<file path="src/design/atr_lt_pkg.sv">
`timescale 1ns / 1ps
`default_nettype none

package atr_lt_pkg;

    // Beat action codes
    localparam logic [1:0] ACT_BYTE    = 2'd0;
    localparam logic [1:0] ACT_TIMEOUT = 2'd1;
    localparam logic [1:0] ACT_RESTART = 2'd2;

    // Reported status codes
    localparam logic [2:0] ST_BUSY    = 3'd0;
    localparam logic [2:0] ST_DONE    = 3'd1;
    localparam logic [2:0] ST_FULL    = 3'd2;
    localparam logic [2:0] ST_TIMEOUT = 3'd3;
    localparam logic [2:0] ST_NOANS   = 3'd4;

    // One result beat
    typedef struct packed {
        logic [2:0] status;
        logic [5:0] atr_length;
        logic       is_t1;
        logic [7:0] first_ta;
    } atr_lt_result_t;

endpackage

`default_nettype wire

</file>
<file path="src/design/atr_lt_state.sv">
`timescale 1ns / 1ps
`default_nettype none

module atr_lt_state #(
    parameter int MAX_ATR_BYTES = 40
) (
    input  wire logic                       clk,
    input  wire logic                       rst_n,
    input  wire logic                       fire,
    input  wire logic [1:0]                 action,
    input  wire logic [7:0]                 byte_value,
    output atr_lt_pkg::atr_lt_result_t      result
);
    import atr_lt_pkg::*;

    typedef enum logic [2:0] {
        PH_TS    = 3'd0,
        PH_T0    = 3'd1,
        PH_IFACE = 3'd2,
        PH_TAIL  = 3'd3,
        PH_DONE  = 3'd4
    } phase_t;

    localparam logic [6:0] MAX_TOTAL = 7'(MAX_ATR_BYTES);

    phase_t     phase_reg, phase_next;
    logic [5:0] cnt_reg, cnt_next;
    logic [3:0] pend_reg, pend_next;
    logic [1:0] grp_reg, grp_next;
    logic [3:0] hist_reg, hist_next;
    logic [5:0] exp_reg, exp_next;
    logic       t1_reg, t1_next;
    logic [7:0] ta1_reg, ta1_next;
    logic [2:0] status_reg, status_next;
    logic       hdr_done;
    logic [6:0] sum;

    // Per-beat update of the ATR walker
    always_comb
    begin
        phase_next  = phase_reg;
        cnt_next    = cnt_reg;
        pend_next   = pend_reg;
        grp_next    = grp_reg;
        hist_next   = hist_reg;
        exp_next    = exp_reg;
        t1_next     = t1_reg;
        ta1_next    = ta1_reg;
        status_next = status_reg;
        hdr_done    = 1'b0;
        sum         = '0;

        unique case (action)
            ACT_BYTE:
            begin
                if (phase_reg != PH_DONE)
                begin
                    cnt_next = cnt_reg + 6'd1;
                    unique case (phase_reg)
                        PH_TS:
                        begin
                            phase_next = PH_T0;
                        end
                        PH_T0:
                        begin
                            hist_next = byte_value[3:0];
                            pend_next = byte_value[7:4];
                            grp_next  = 2'd1;
                            if (byte_value[7:4] == 4'd0)
                                hdr_done = 1'b1;
                            else
                                phase_next = PH_IFACE;
                        end
                        PH_IFACE:
                        begin
                            // TA, TB, TC, then TD of the current group
                            if (pend_reg[0])
                            begin
                                if (grp_reg == 2'd1)
                                    ta1_next = byte_value;
                                pend_next = pend_reg & 4'b1110;
                            end
                            else if (pend_reg[1])
                            begin
                                pend_next = pend_reg & 4'b1101;
                            end
                            else if (pend_reg[2])
                            begin
                                pend_next = pend_reg & 4'b1011;
                            end
                            else
                            begin
                                // TD1 low nibble 1 or TD2 present means T=1
                                if (grp_reg == 2'd1 &&
                                    (byte_value[3:0] == 4'd1 || byte_value[7]))
                                    t1_next = 1'b1;
                                pend_next = byte_value[7:4];
                                if (grp_reg != 2'd3)
                                    grp_next = grp_reg + 2'd1;
                            end
                            hdr_done = (pend_next == 4'd0);
                        end
                        default:
                        begin
                        end
                    endcase

                    // Interface bytes finished: predict total length
                    if (hdr_done)
                    begin
                        sum = {1'b0, cnt_next} + {3'd0, hist_next} + {6'd0, t1_next};
                        exp_next   = (sum > MAX_TOTAL) ? 6'd0 : sum[5:0];
                        phase_next = PH_TAIL;
                    end

                    // Completion wins over capacity
                    if (phase_next == PH_TAIL && cnt_next == exp_next)
                    begin
                        phase_next  = PH_DONE;
                        status_next = ST_DONE;
                    end
                    else if ({1'b0, cnt_next} >= MAX_TOTAL)
                    begin
                        phase_next  = PH_DONE;
                        status_next = ST_FULL;
                    end
                end
            end
            ACT_TIMEOUT:
            begin
                if (phase_reg != PH_DONE)
                begin
                    status_next = (cnt_reg == 6'd0) ? ST_NOANS : ST_TIMEOUT;
                    phase_next  = PH_DONE;
                end
            end
            ACT_RESTART:
            begin
                phase_next  = PH_TS;
                cnt_next    = '0;
                pend_next   = '0;
                grp_next    = '0;
                hist_next   = '0;
                exp_next    = '0;
                t1_next     = 1'b0;
                ta1_next    = '0;
                status_next = ST_BUSY;
            end
            default:
            begin
            end
        endcase
    end

    // State registers
    always_ff @(posedge clk or negedge rst_n)
    begin
        if (!rst_n)
        begin
            phase_reg  <= PH_TS;
            cnt_reg    <= '0;
            pend_reg   <= '0;
            grp_reg    <= '0;
            hist_reg   <= '0;
            exp_reg    <= '0;
            t1_reg     <= 1'b0;
            ta1_reg    <= '0;
            status_reg <= ST_BUSY;
        end
        else if (fire)
        begin
            phase_reg  <= phase_next;
            cnt_reg    <= cnt_next;
            pend_reg   <= pend_next;
            grp_reg    <= grp_next;
            hist_reg   <= hist_next;
            exp_reg    <= exp_next;
            t1_reg     <= t1_next;
            ta1_reg    <= ta1_next;
            status_reg <= status_next;
        end
    end

    // Result reflects the state after this beat
    assign result.status     = status_next;
    assign result.atr_length = cnt_next;
    assign result.is_t1      = t1_next;
    assign result.first_ta   = ta1_next;

    a_restart_clears: assert property (@(posedge clk) disable iff (!rst_n)
        fire && action == ACT_RESTART |=> cnt_reg == 6'd0 && status_reg == ST_BUSY)
        else $error("restart did not clear the walker");

    a_count_bound: assert property (@(posedge clk) disable iff (!rst_n)
        {1'b0, cnt_reg} <= MAX_TOTAL)
        else $error("byte count beyond capacity");

    a_status_phase: assert property (@(posedge clk) disable iff (!rst_n)
        (status_reg != ST_BUSY) == (phase_reg == PH_DONE))
        else $error("final status and finished phase disagree");

endmodule

`default_nettype wire

</file>
<file path="src/design/atr_length_tracker.sv">
`timescale 1ns / 1ps
`default_nettype none

// Tracks a smart card Answer-To-Reset byte by byte and returns one result beat
// per input beat: status, bytes counted so far, the T=1 flag and TA1. A beat
// is a received byte, a receive timeout or a restart. One beat is taken every
// cycle while in_stall is low. A beat passes the input register, then the
// state update, then the result register before its result appears on the
// outputs. With the result register held by out_stall, one more beat waits
// in the input register before in_stall rises.
module atr_length_tracker #(
    parameter int MAX_ATR_BYTES = 40
) (
    input  wire logic       clk,
    input  wire logic       rst_n,
    input  wire logic       in_valid,
    output logic            in_stall,
    input  wire logic [1:0] action,
    input  wire logic [7:0] byte_value,
    output logic            out_valid,
    input  wire logic       out_stall,
    output logic [2:0]      status,
    output logic [5:0]      atr_length,
    output logic            is_t1,
    output logic [7:0]      first_ta
);
    import atr_lt_pkg::*;

    logic           s1_valid_reg;
    logic [1:0]     s1_action_reg;
    logic [7:0]     s1_byte_reg;
    logic           out_valid_reg;
    atr_lt_result_t out_reg;
    atr_lt_result_t result;
    logic           advance;
    logic           in_take;

    // Input beat moves on when the result register is free or draining
    assign advance  = s1_valid_reg && (!out_valid_reg || !out_stall);
    assign in_stall = s1_valid_reg && !advance;
    assign in_take  = in_valid && !in_stall;

    atr_lt_state #(
        .MAX_ATR_BYTES (MAX_ATR_BYTES)
    ) u_state (
        .clk        (clk),
        .rst_n      (rst_n),
        .fire       (advance),
        .action     (s1_action_reg),
        .byte_value (s1_byte_reg),
        .result     (result)
    );

    // Valid flags
    always_ff @(posedge clk or negedge rst_n)
    begin
        if (!rst_n)
        begin
            s1_valid_reg  <= 1'b0;
            out_valid_reg <= 1'b0;
        end
        else
        begin
            if (in_take)
                s1_valid_reg <= 1'b1;
            else if (advance)
                s1_valid_reg <= 1'b0;

            if (advance)
                out_valid_reg <= 1'b1;
            else if (!out_stall)
                out_valid_reg <= 1'b0;
        end
    end

    // Payload registers
    always_ff @(posedge clk)
    begin
        if (in_take)
        begin
            s1_action_reg <= action;
            s1_byte_reg   <= byte_value;
        end
        if (advance)
            out_reg <= result;
    end

    assign out_valid  = out_valid_reg;
    assign status     = out_reg.status;
    assign atr_length = out_reg.atr_length;
    assign is_t1      = out_reg.is_t1;
    assign first_ta   = out_reg.first_ta;

    a_stall_only_full: assert property (@(posedge clk) disable iff (!rst_n)
        in_stall |-> s1_valid_reg && out_valid_reg && out_stall)
        else $error("input stalled with room in the pipeline");

    a_result_follows: assert property (@(posedge clk) disable iff (!rst_n)
        advance |=> out_valid_reg)
        else $error("moved beat produced no result");

    a_held_result: assert property (@(posedge clk) disable iff (!rst_n)
        out_valid_reg && out_stall |=> out_valid_reg && $stable(out_reg))
        else $error("stalled result lost or changed");

endmodule

`default_nettype wire
</file>
<file path="config.mk">
export PLATFORM = sky130hd
export DESIGN_NAME = atr_length_tracker
export DESIGN_NICKNAME = d
export VERILOG_FILES = /design/src/design/atr_lt_pkg.sv /design/src/design/atr_lt_state.sv /design/src/design/atr_length_tracker.sv
export SDC_FILE = /design/constraint.sdc
export NUM_CORES = 1
export LEC_CHECK = 0
export BUFFER_PORTS_ARGS = -buffer_cell sky130_fd_sc_hd__buf_4
export CAP_MARGIN = 20
export CORE_UTILIZATION = 60
export DETAILED_ROUTE_END_ITERATION = 8
export PLACE_DENSITY = 0.86
export SLEW_MARGIN = 20
export SYNTH_ARGS = -nofsm -noshare
export SYNTH_HDL_FRONTEND = slang
export SYNTH_HIERARCHICAL = 1
export SYNTH_SLANG_ARGS = --single-unit
export TNS_END_PERCENT = 10
</file>
<file path="constraint.sdc">
create_clock -name clk -period 10.3 [get_ports clk]
set_clock_uncertainty 0.15 [all_clocks]
set_input_delay 0.515 -clock clk [delete_from_list [all_inputs] [get_ports clk]]
set_output_delay 0.515 -clock clk [all_outputs]
set_load 0.005 [all_outputs]
</file>
==> results of run 1 <==
[how the worst min path moves through the flow]
| stage | from | endpoint | slack, ns | depth (start not counted) |
|---|---|---|---|---|
| 2_1_floorplan | rst_n | out_valid | 0.07 | 0 |
| 3_3_place_gp | u_state/hist_reg[3] | u_state/hist_reg[3] | 0.31 | 2 |
| 3_5_place_dp | u_state/hist_reg[2] | u_state/hist_reg[2] | 0.33 | 2 |
| 4_1_cts | action[1] | s1_action_reg[1] | 0.17 | 1 |
| 5_1_grt | action[1] | s1_action_reg[1] | 0.17 | 1 |
| 6_report | action[1] | s1_action_reg[1] | 0.19 | 1 |
[area by class of cell]
| type | instances | area (sq um) |
|---|---|---|
| well taps | 77 | 96.34 |
| inverters | 16 | 60.06 |
| flip-flops and latches | 67 | 1817 |
| clock inverters | 7 | 51.30 |
| clock buffers | 9 | 123.9 |
| fillers | 463 | 1928 |
| repair buffers | 35 | 265.3 |
| multi-input cells | 294 | 2008 |
[cell usage in the layout (no fill, tap or decap), types with 3 or more instances in the layout]
| cell | n |
|---|---|
| xnor2_1 | 7 |
| nor2b_1 | 7 |
| or2b_2 | 4 |
| o211ai_1 | 3 |
| dfrtp_1 | 39 |
| a31oi_1 | 4 |
| o21a_1 | 5 |
| buf_4 | 34 |
| and2_1 | 4 |
| o21ai_1 | 3 |
| a21oi_1 | 15 |
| o21ai_0 | 44 |
| inv_1 | 16 |
| nand2_1 | 52 |
| o22ai_1 | 3 |
| nand2b_1 | 11 |
| nor3_1 | 3 |
| clkbuf_8 | 9 |
| and3_1 | 3 |
| xor2_1 | 3 |
| ha_1 | 11 |
| mux2_2 | 15 |
| a21o_2 | 4 |
| nor4_1 | 3 |
| o211a_1 | 4 |
| nor2_1 | 20 |
| nand3_1 | 10 |
| edfxtp_1 | 28 |
[power breakdown]
part           leakage (nW)  internal [mW]  switching, mW
logic                 0.985          0.170          0.234
registers             0.766          0.328         0.0506
clock network        0.0860         0.0884          0.112
[layer usage]
metal | GRT usage (%) | vias to the layer above
met2 | 44.04 | 109
met5 | 0 | -
met3 | 4.473 | 23
li1 | - | 1490
met1 | 33.11 | 1573
met4 | 15.20 | 0
[cells by family after synthesis]
logic type / Yosys count / share of synthesized area (%)
AO/OA/AOI/OAI: 117 / 20.53
XOR/XNOR: 11 / 2.622
buffers and inverters: 34 / 3.727
multiplexers: 18 / 5.117
flip-flops: 67 / 45.86
adder cells (fa/ha/maj): 14 / 4.738
AND/OR/NAND/NOR: 134 / 17.40
[stage by stage]
step	power, mW	hold slack [ns]	instances	cell area (sq um)
4_1_cts	0.9779	0.1720	505	4422
5_1_grt	1.043	0.1739	505	4422
3_5_place_dp	0.7776	0.3268	488	4237
6_report	0.9825	0.1862	505	4422
3_3_place_gp	0.7595	0.3108	488	4237
2_1_floorplan	0.6785	0.06941	395	3961
[timing repair]
item | CTS | global route
setup endpoints to repair | 0 | 0
hold buffers | 1 | 0
gates resized for setup | 0 | 0
endpoints found under the hold margin | 9 | 0
==> results.md, run 1 <==
* Outcome: finished clean
* Highest-delay cell along the critical path: fa_1
* DRT Wirelength at 8527 um
* Final Cycle Share at between 40% and 50%
* Post-Syn Instances at 395
* Starting Density at 62.38%
* DRC Markers at 0
* Synth Cell Area at 3961 sq um
* Largest stage delay on the critical path at roughly 0.47 ns
* Routed WL per cell at 16.89 um
* Most used cell, CP: fa_1
* CTS sink cnt at 67
* Levels on crit path at 16
* Ys async rst share at 58.21%
* Cells on worst reg2reg path at 16
* Critical path type: flop to flop
* Largest net degree at the start of global routing at 40
* Worst path bufs/invs at 1
* CP Launch Type: flop
* Grt total ovfl at 0
* EDFF count, synth at 28
* Detailed-route via count at around 3200
* Yosys warns at 6
* Slew margin rel. at 38.82%
* Post-route setup slack at 5.508 ns
* Crit-path max FO at 9
* CTS root buf: clkbuf_8
* Most used DFF post-synth: dfrtp_1
* Setup TNS at 0 ns
* ANT cells at 0
* CTS Buffer Depth at 2
* Avg Cell Area, Syn at 10.03 sq um
* Hold Violations, Final at 0
* Crit-path cells: or2b_2 -> nor2_1 -> o2111ai_1 -> nor2b_1 -> fa_1 -> inv_1 -> fa_1 -> nor3b_1 -> o21bai_1 -> o2111a_1 -> nand2b_1 -> a211oi_1 -> mux2i_2 -> o2111ai_4 -> o2111ai_2 -> o211ai_1
* Row cnt at 29
* Layout area overhead at 11.62%
* Actual slew at the worst max-slew pin at 0.9143 ns
* TritonRoute pass-1 iters at 5
* Syn nets at 422
* FF-to-FF Start: u_state/phase_reg[1]
* Commonest cells in the synthesized netlist: 52 x nand2_1, 44 x o21ai_0, 39 x dfrtp_1
* Synth area leader: dfrtp_1
* Worst vdd ir at 0.1527 mV
* CTS tree: done
* Min-delay worst type: input port to flop
* Worst-Skew Late Latency at 0.36 ns
* Final setup violating endpoints at 0
* Seq cells post-synth at 67
* Die Span Y at approximately 83 um
* Via/cell ratio at 6.327
* HPWL Detailed at approximately 6000 um
* Seq/Total Area, Yosys at 45.86%
* Antenna violations before repair at 0
* Most numerous cell in the Yosys netlist: nand2_1
* Required time of the critical path at 10.24 ns
* Uppermost layer routed: met4
* CTS buffer count at 9
* CP Data Arrival Time at 4.73 ns
* P_leak at ~1.8 nW
* GP Congestion at around 0.9
* Synth unique cells at 75
* Worst Setup EP: status[2]
* First-pass GRT wire length at 14520 um
* Synth area leaders: dfrtp_1 25%, edfxtp_1 21%, o21ai_0 5.6%
* Reg-to-reg endpoint: status[2]
* Min Clock Period, post-route at 4.792 ns
* Share of layout cells above drive strength 1 at 22.20%
* Routed Antenna Nets at 0
* Max-capacitance violation count at 0
* Layout Nets at 450
* Synth top area share at between 20% and 30%
* CP Capture Type: flop
* FMAX at 208.7 MHz
* Die Wd at 83.26 um
* Final Max Slew Viols at 0
* Core ar. at 6350 sq um
* Port buffer count at 33
* Htree depth at 3
* Initial DRC count at 274
* Die area at about 6900 sq um
* Critical path launch point: u_state/phase_reg[1]
* WL met3 at 403 um
* Worst reg-to-reg setup slack at 5.51 ns
* Vias in the first global route at 3155
* Worst slack, placed at 5.579 ns
* Top-level I/O count at 34
* Setup bufs post-CTS at 0
* Post-Route M1 WL at 3553 um
* Gr usage total at roughly a quarter
* Power Density at between 200 and 250 nW/um^2
* Final Util at a little over two thirds
* Crit path max-delay family: compound AO/OA/AOI/OAI gates
* RSZ-0062 raised after global routing: false
* Worst-path clk slew at 0.07 ns
* Met2 wire len at 4323 um
Power figures use the tool's default switching activity.
==> run 2: changes to the inputs <==
- CORE_UTILIZATION: 60 -> 54
- PLACE_DENSITY: 0.86 -> 0.82
- clock period: 10.3 -> 4.2 ns (I/O delays scaled with it)
==> run 2 against run 1 <==
Net effect:
- combinational power rose to 3.3 times the previous value
- clock power grew to 2.9 times the previous value
- first-iteration DRC count is 30% higher
- critical endpoint unchanged
- highest routed layer unchanged
- largest power group unchanged
- worst hold slack better by 0.029 ns
- critical path type unchanged
==> results.md, run 2 (synthesis gave the netlist of run 1 again) <==
* DRC Markers at 0 (unchanged)
* Uppermost layer routed: met4
* Required time of the critical path at 4.14 ns (-6.10 ns)
* Layout Nets at 488 (+8.4%)
* Min Clock Period, post-route at 4.060 ns (-0.7320 ns)
* Setup TNS at 0 ns (unchanged)
* Met2 wire len at 5023 um (+16%)
* Fin area at 4938 sq um (+12%)
* ANT cells at 0 (unchanged)
* Die Wd at 87.65 um (+5.3%)
* CP Capture Type: flop
* Power Density at 569.8 nW/um^2 (+160%)
* Worst vdd ir at 0.3722 mV (+140%)
* Post-Route M1 WL at 3908 um (+10%)
* Worst reg-to-reg setup slack at 0.14 ns (-5.37 ns)
* Min-delay worst type: input port to async pin
* CTS sink cnt at 67 (unchanged)
* Via/cell ratio at 6.012 (-5.0%)
* Crit-path max FO at 6 (-3)
* Detailed-route via count at 3379 (+5.8%)
* Port buffer count at 33 (unchanged)
* Final Cycle Share at 96.66% (+50 points)
* Most frequent cells in the layout: 59 x buf_4, 52 x nand2_1, 43 x o21ai_0, 39 x dfrtp_1, 28 x edfxtp_1
* Max-capacitance violation count at 0 (unchanged)
* DRT Wirelength at 9676 um (+13%)
* Final Max Slew Viols at 0 (unchanged)
* Antenna violations before repair at 0 (unchanged)
* Final Util at 71.12% (+1.5 points)
* CTS Buffer Depth at 2 (unchanged)
* Routed Antenna Nets at 0 (unchanged)
* HPWL Detailed at 6317 um (+3.9%)
* CTS tree: done
* Top-level I/O count at 34 (unchanged)
* CP Launch Type: flop
* Row cnt at 30 (+3.4%)
* CTS buffer count at 9 (unchanged)
* Worst-Skew Late Latency at 0.35 ns (about the same)
* Worst-path clk slew at 0.07 ns (about the same)
* TritonRoute pass-1 iters at 5 (unchanged)
* RSZ-0062 raised after global routing: true
* Core ar. at 6944 sq um (+9.4%)
* Actual slew at the worst max-slew pin at 0.8498 ns (-0.06444 ns)
* Hold Violations, Final at 0 (unchanged)
* Gr usage total at 26.20% (-0.45 points)
* Die area at 7683 sq um (+11%)
* Layout area overhead at 24.67%
* Slew margin rel. at 43.14% (+4.3 points)
* Outcome: finished clean
* WL met3 at 549 um (+36%)
* Placed inst area at 4380 sq um (+3.4%)
* Commonest non-fill, non-tap cell in the layout: buf_4
* First-pass GRT wire length at 15030 um (+3.5%)
* Grt total ovfl at 0 (unchanged)
* Initial DRC count at 357 (+30%)
* Share of layout cells above drive strength 1 at 30.47% (+8.3 points)
* CP Data Arrival Time at 4.00 ns (-0.73 ns)
* Starting Density at 57.05% (-5.3 points)
* CTS root buf: clkbuf_8
* Vias in the first global route at 3253 (+3.1%)
* Die Span Y at 87.65 um (+5.3%)
* FMAX at 246.3 MHz (+18%)
* GP Congestion at 0.8852 (-1.2%)
* Largest net degree at the start of global routing at 40 (unchanged)
* Critical path type: flop to flop
* Final setup violating endpoints at 0 (unchanged)
* Routed WL per cell at 17.22 um (+2.0%)
* Cells on worst reg2reg path at 13 (-3)
* Worst slack, placed at -0.04442 ns (-5.624 ns)
* P_leak at 2.077 nW (+13%)
* Htree depth at 3 (unchanged)
* Post-route setup slack at 0.1402 ns (-5.368 ns)
## run 2: cell count changes in the layout (fill, tap and decap cells not counted), moves of 2 or more
cell	before	now
fa_2	0	2
buf_4	34	59
clkinvlp_4	2	0
inv_6	2	4
o2111ai_2	1	3
fa_1	2	0
o2111ai_1	2	0
nor2b_1	7	4
nor2b_4	0	3
clkinv_2	2	0
clkbuf_8	9	11
dlygate4sd3_1	1	13
## run 2: final timing paths
| kind | to | startpoint |
|---|---|---|
| max | status[2] | u_state/phase_reg[1] |
| min | u_state/status_reg[0] | rst_n |
| max reg2reg | status[2] | u_state/phase_reg[1] |
| min reg2reg | u_state/exp_reg[1] | u_state/exp_reg[1] |
| max in group asynchronous | u_state/grp_reg[1] | rst_n |
| min in group clk | u_state/exp_reg[1] | u_state/exp_reg[1] |
## run 2: stage by stage
| stage | std cells | total power, mW | hold slack (ns) |
|---|---|---|---|
| final | 562 | 2.814 | 0.2151 |
| after global routing | 562 | 2.963 | 0.2767 |
| after CTS | 554 | 2.641 | 0.2366 |
| after detailed placement | 523 | 1.999 | 0.07810 |
| after global placement | 523 | 1.970 | 0.07681 |
| after floorplan | 395 | 1.664 | -0.2356 |
## run 2: metal layers
metal	track usage, %	vias to the layer above
li1	-	1566
met4	10.28	0
met5	0	-
met2	45.88	150
met1	30.92	1637
met3	6.692	26
## run 2: area by class of cell
type / count / area [sq um]
fillers: 483 / 2006
repair buffers: 73 / 584.3
flip-flops and latches: 67 / 1817
well taps: 96 / 120.1
multi-input cells: 294 / 2141
clock inverters: 5 / 65.06
inverters: 16 / 60.06
clock buffers: 11 / 151.4
## run 2: report_power, final
| group | internal (mW) | total (mW) | switching [mW] |
|---|---|---|---|
| Clock | 0.315 | 0.589 | 0.274 |
| Sequential | 0.805 | 0.916 | 0.112 |
| Combinational | 0.619 | 1.31 | 0.690 |
| Total | 1.74 | 2.81 | 1.08 |
## run 2: repair_timing
item                                    in CTS  in global routing
endpoints found under the hold margin       51                  0
buffers inserted                             2                  8
hold buffers                                13                  0
resized for setup                            6                 27
endpoints found under the setup margin       5                  9
gates cloned                                 0                  0
pin swaps                                    2                 11
## run 2: critical path, cell delays in order (launching register included)
cell and delay [ns]:
dfrtp_1 0.40, buf_4 0.15, and2b_2 0.30, mux2_2 0.41, ha_1 0.27, nor2b_1 0.16
o31a_2 0.34, o21ai_1 0.33, xor2_2 0.23, a211oi_2 0.31, mux2i_2 0.30, o2111ai_4 0.19
o2111ai_2 0.14, o211ai_1 0.11
==> run 3: changes to the inputs <==
- CORE_MARGIN: default -> 2
==> run 3 against run 2 <==
Net effect:
- routed wire length decreased by 4.3%
- non-clock buffer count fell by 4
- global-route usage fell by 1.8 points
- critical endpoint is now status[0]
==> results.md, run 3 (synthesis gave the netlist of run 1 again) <==
* Routed WL per cell at 16.51 um (-4.1%)
* First-pass GRT wire length at 14610 um (-2.8%)
* CTS root buf: clkbuf_8
* Post-Route M1 WL at 3844 um (-1.6%)
* GP Congestion at 0.8781 (-0.80%)
* Commonest non-fill, non-tap cell in the layout: buf_4
* CTS tree: done
* Min-delay worst type: input port to async pin
* CTS sink cnt at 67 (unchanged)
* Largest stage delay on the critical path at 0.45 ns (+0.04 ns)
* Final setup violating endpoints at 0 (unchanged)
* Via/cell ratio at 5.959 (-0.89%)
* Register area at 1817 sq um (unchanged)
* Initial DRC count at 298 (-17%)
* Final Cycle Share at 96.88% (+0.22 points)
* Max-capacitance violation count at 0 (unchanged)
* TritonRoute pass-1 iters at 6 (+1)
* Slew margin rel. at 42.14% (-0.99 points)
* Die Wd at 89.65 um (+2.3%)
* Top-level I/O count at 34 (unchanged)
* Layout fillers at 534 (+11%)
* DRT Wirelength at 9262 um (-4.3%)
* Die area at 8037 sq um (+4.6%)
* Layout area overhead at 23.85%
* Hold Violations, Final at 0 (unchanged)
* Gr usage total at 24.36% (-1.8 points)
* Worst-path clk slew at 0.08 ns (about the same)
* CTS buffer count at 9 (unchanged)
* Highest-delay cell along the critical path: fa_1
* ANT cells at 0 (unchanged)
* Final Util at 68.37% (-2.7 points)
* Starting Density at 55.20% (-1.8 points)
* Crit-path cells: nor4b_4 -> o2111ai_2 -> nor2b_4 -> fa_2 -> inv_2 -> fa_1 -> and4b_1 -> a21oi_1 -> o2111a_2 -> nand2b_4 -> buf_6 -> a2111o_1 -> o211a_1 -> o2111ai_4 -> and3_4 -> o21ai_2
* Share of layout cells above drive strength 1 at 29.00% (-1.5 points)
* Worst Hold Slack at 0.2212 ns (+0.006169 ns)
* Final Max Slew Viols at 0 (unchanged)
* Die Span Y at 89.65 um (+2.3%)
* Placed Instances at 524 (+0.19%)
* Final Non-Filler Cells at 561 (-0.18%)
* Required time of the critical path at 4.16 ns (+0.02 ns)
* Worst-Skew Late Latency at 0.36 ns (about the same)
* Placed inst area at 4369 sq um (-0.26%)
* P_leak at 2.055 nW (-1.1%)
* Vias in the first global route at 3027 (-6.9%)
* Power Density at 559.7 nW/um^2 (-1.8%)
* Worst vdd ir at 0.3938 mV (+5.8%)
* Port buffer count at 33 (unchanged)
* FMAX at 245.8 MHz (-0.23%)
* Actual slew at the worst max-slew pin at 0.8647 ns (+0.01484 ns)
* Critical path type: flop to flop
* Most frequent cells in the layout: 54 x buf_4, 52 x nand2_1, 43 x o21ai_0, 39 x dfrtp_1, 28 x edfxtp_1
* Outcome: finished clean
* Row cnt at 31 (+3.3%)
* HPWL Detailed at 6196 um (-1.9%)
* CP Launch Type: flop
* Detailed-route via count at 3343 (-1.1%)
* Fin area at 4906 sq um (-0.66%)
* CP Capture Type: flop
* Crit-path max FO at 5 (-1)
* Largest net degree at the start of global routing at 40 (unchanged)
* Final total power at 2.746 mW (-2.4%)
* Met2 wire len at 4499 um (-10%)
* Uppermost layer routed: met4
* DRC Markers at 0 (unchanged)
* Htree depth at 3 (unchanged)
* CP Data Arrival Time at 4.03 ns (+0.03 ns)
* WL met3 at 559 um (+1.8%)
* CTS Buffer Depth at 2 (unchanged)
* Routed Antenna Nets at 0 (unchanged)
* Grt total ovfl at 0 (unchanged)
* Min Clock Period, post-route at 4.069 ns (+0.009352 ns)
* Core ar. at 7176 sq um (+3.3%)
* Layout Nets at 484 (-0.82%)
* Antenna violations before repair at 0 (unchanged)
* Multi-input gate area at 2145 sq um (+0.18%)
==> run 3: changes by cell type in the layout (fill, tap and decap cells not counted), sizes merged <==
cell,previous run,this run
clkinvlp,0,3
buf,60,56
inv,20,17
==> run 3: repair_timing <==
action,4_1_cts,5_1_grt
resized for setup,4,29
hold buffers,13,0
buffers inserted,3,5
endpoints found under the setup margin,5,9
pin swaps,0,5
endpoints found under the hold margin,51,0
==> run 3: area by class of cell <==
type / count / area share (%)
clock buffer: 11 / 2.882
multi-input combinational: 294 / 43.71
clock inverter: 5 / 1.250
timing repair buffer: 69 / 11.37
inverter: 16 / 1.224
tap: 99 / 2.525
sequential: 67 / 37.03
==> run 3: final timing paths <==
check | startpoint | end | slack, ns | cells after the start
min reg2reg | u_state/exp_reg[3] | u_state/exp_reg[3] | 0.34 | 2
max in group asynchronous | rst_n | u_state/phase_reg[2] | 3.30 | 2
min | rst_n | u_state/status_reg[0] | 0.22 | 2
max reg2reg | s1_byte_reg[3] | status[0] | 0.13 | 16
min in group clk | u_state/exp_reg[3] | u_state/exp_reg[3] | 0.34 | 2
max | s1_byte_reg[3] | status[0] | 0.13 | 16
==> run 3: critical path: cells and delay by family, from the launching register on <==
kind,cells,cell delay [ns]
flops,1,0.44
buf+inv,2,0.21
fa+ha+maj,2,0.80
simple gates,5,1.16
compound gates,7,1.05
==> run 3: per-stage QoR <==
step	setup WS [ns]	setup TNS, ns
after floorplan	0.005308	0
after global placement	0.07989	0
after detailed placement	-0.05243	-0.1704
after CTS	0.03145	0
after global routing	-0.01431	-0.03416
final	0.1309	0
==> run 3: per-layer routing <==
| layer | global-route usage (%) | vias to the layer above |
|---|---|---|
| li1 | - | 1564 |
| met1 | 30.57 | 1587 |
| met2 | 40.04 | 163 |
| met3 | 5.759 | 29 |
| met4 | 10.99 | 0 |
| met5 | 0 | - |
==> run 3: power breakdown <==
group	switching [mW]	internal [mW]	total, mW
Sequential	0.104	0.805	0.909
Combinational	0.686	0.602	1.29
Clock	0.258	0.292	0.550
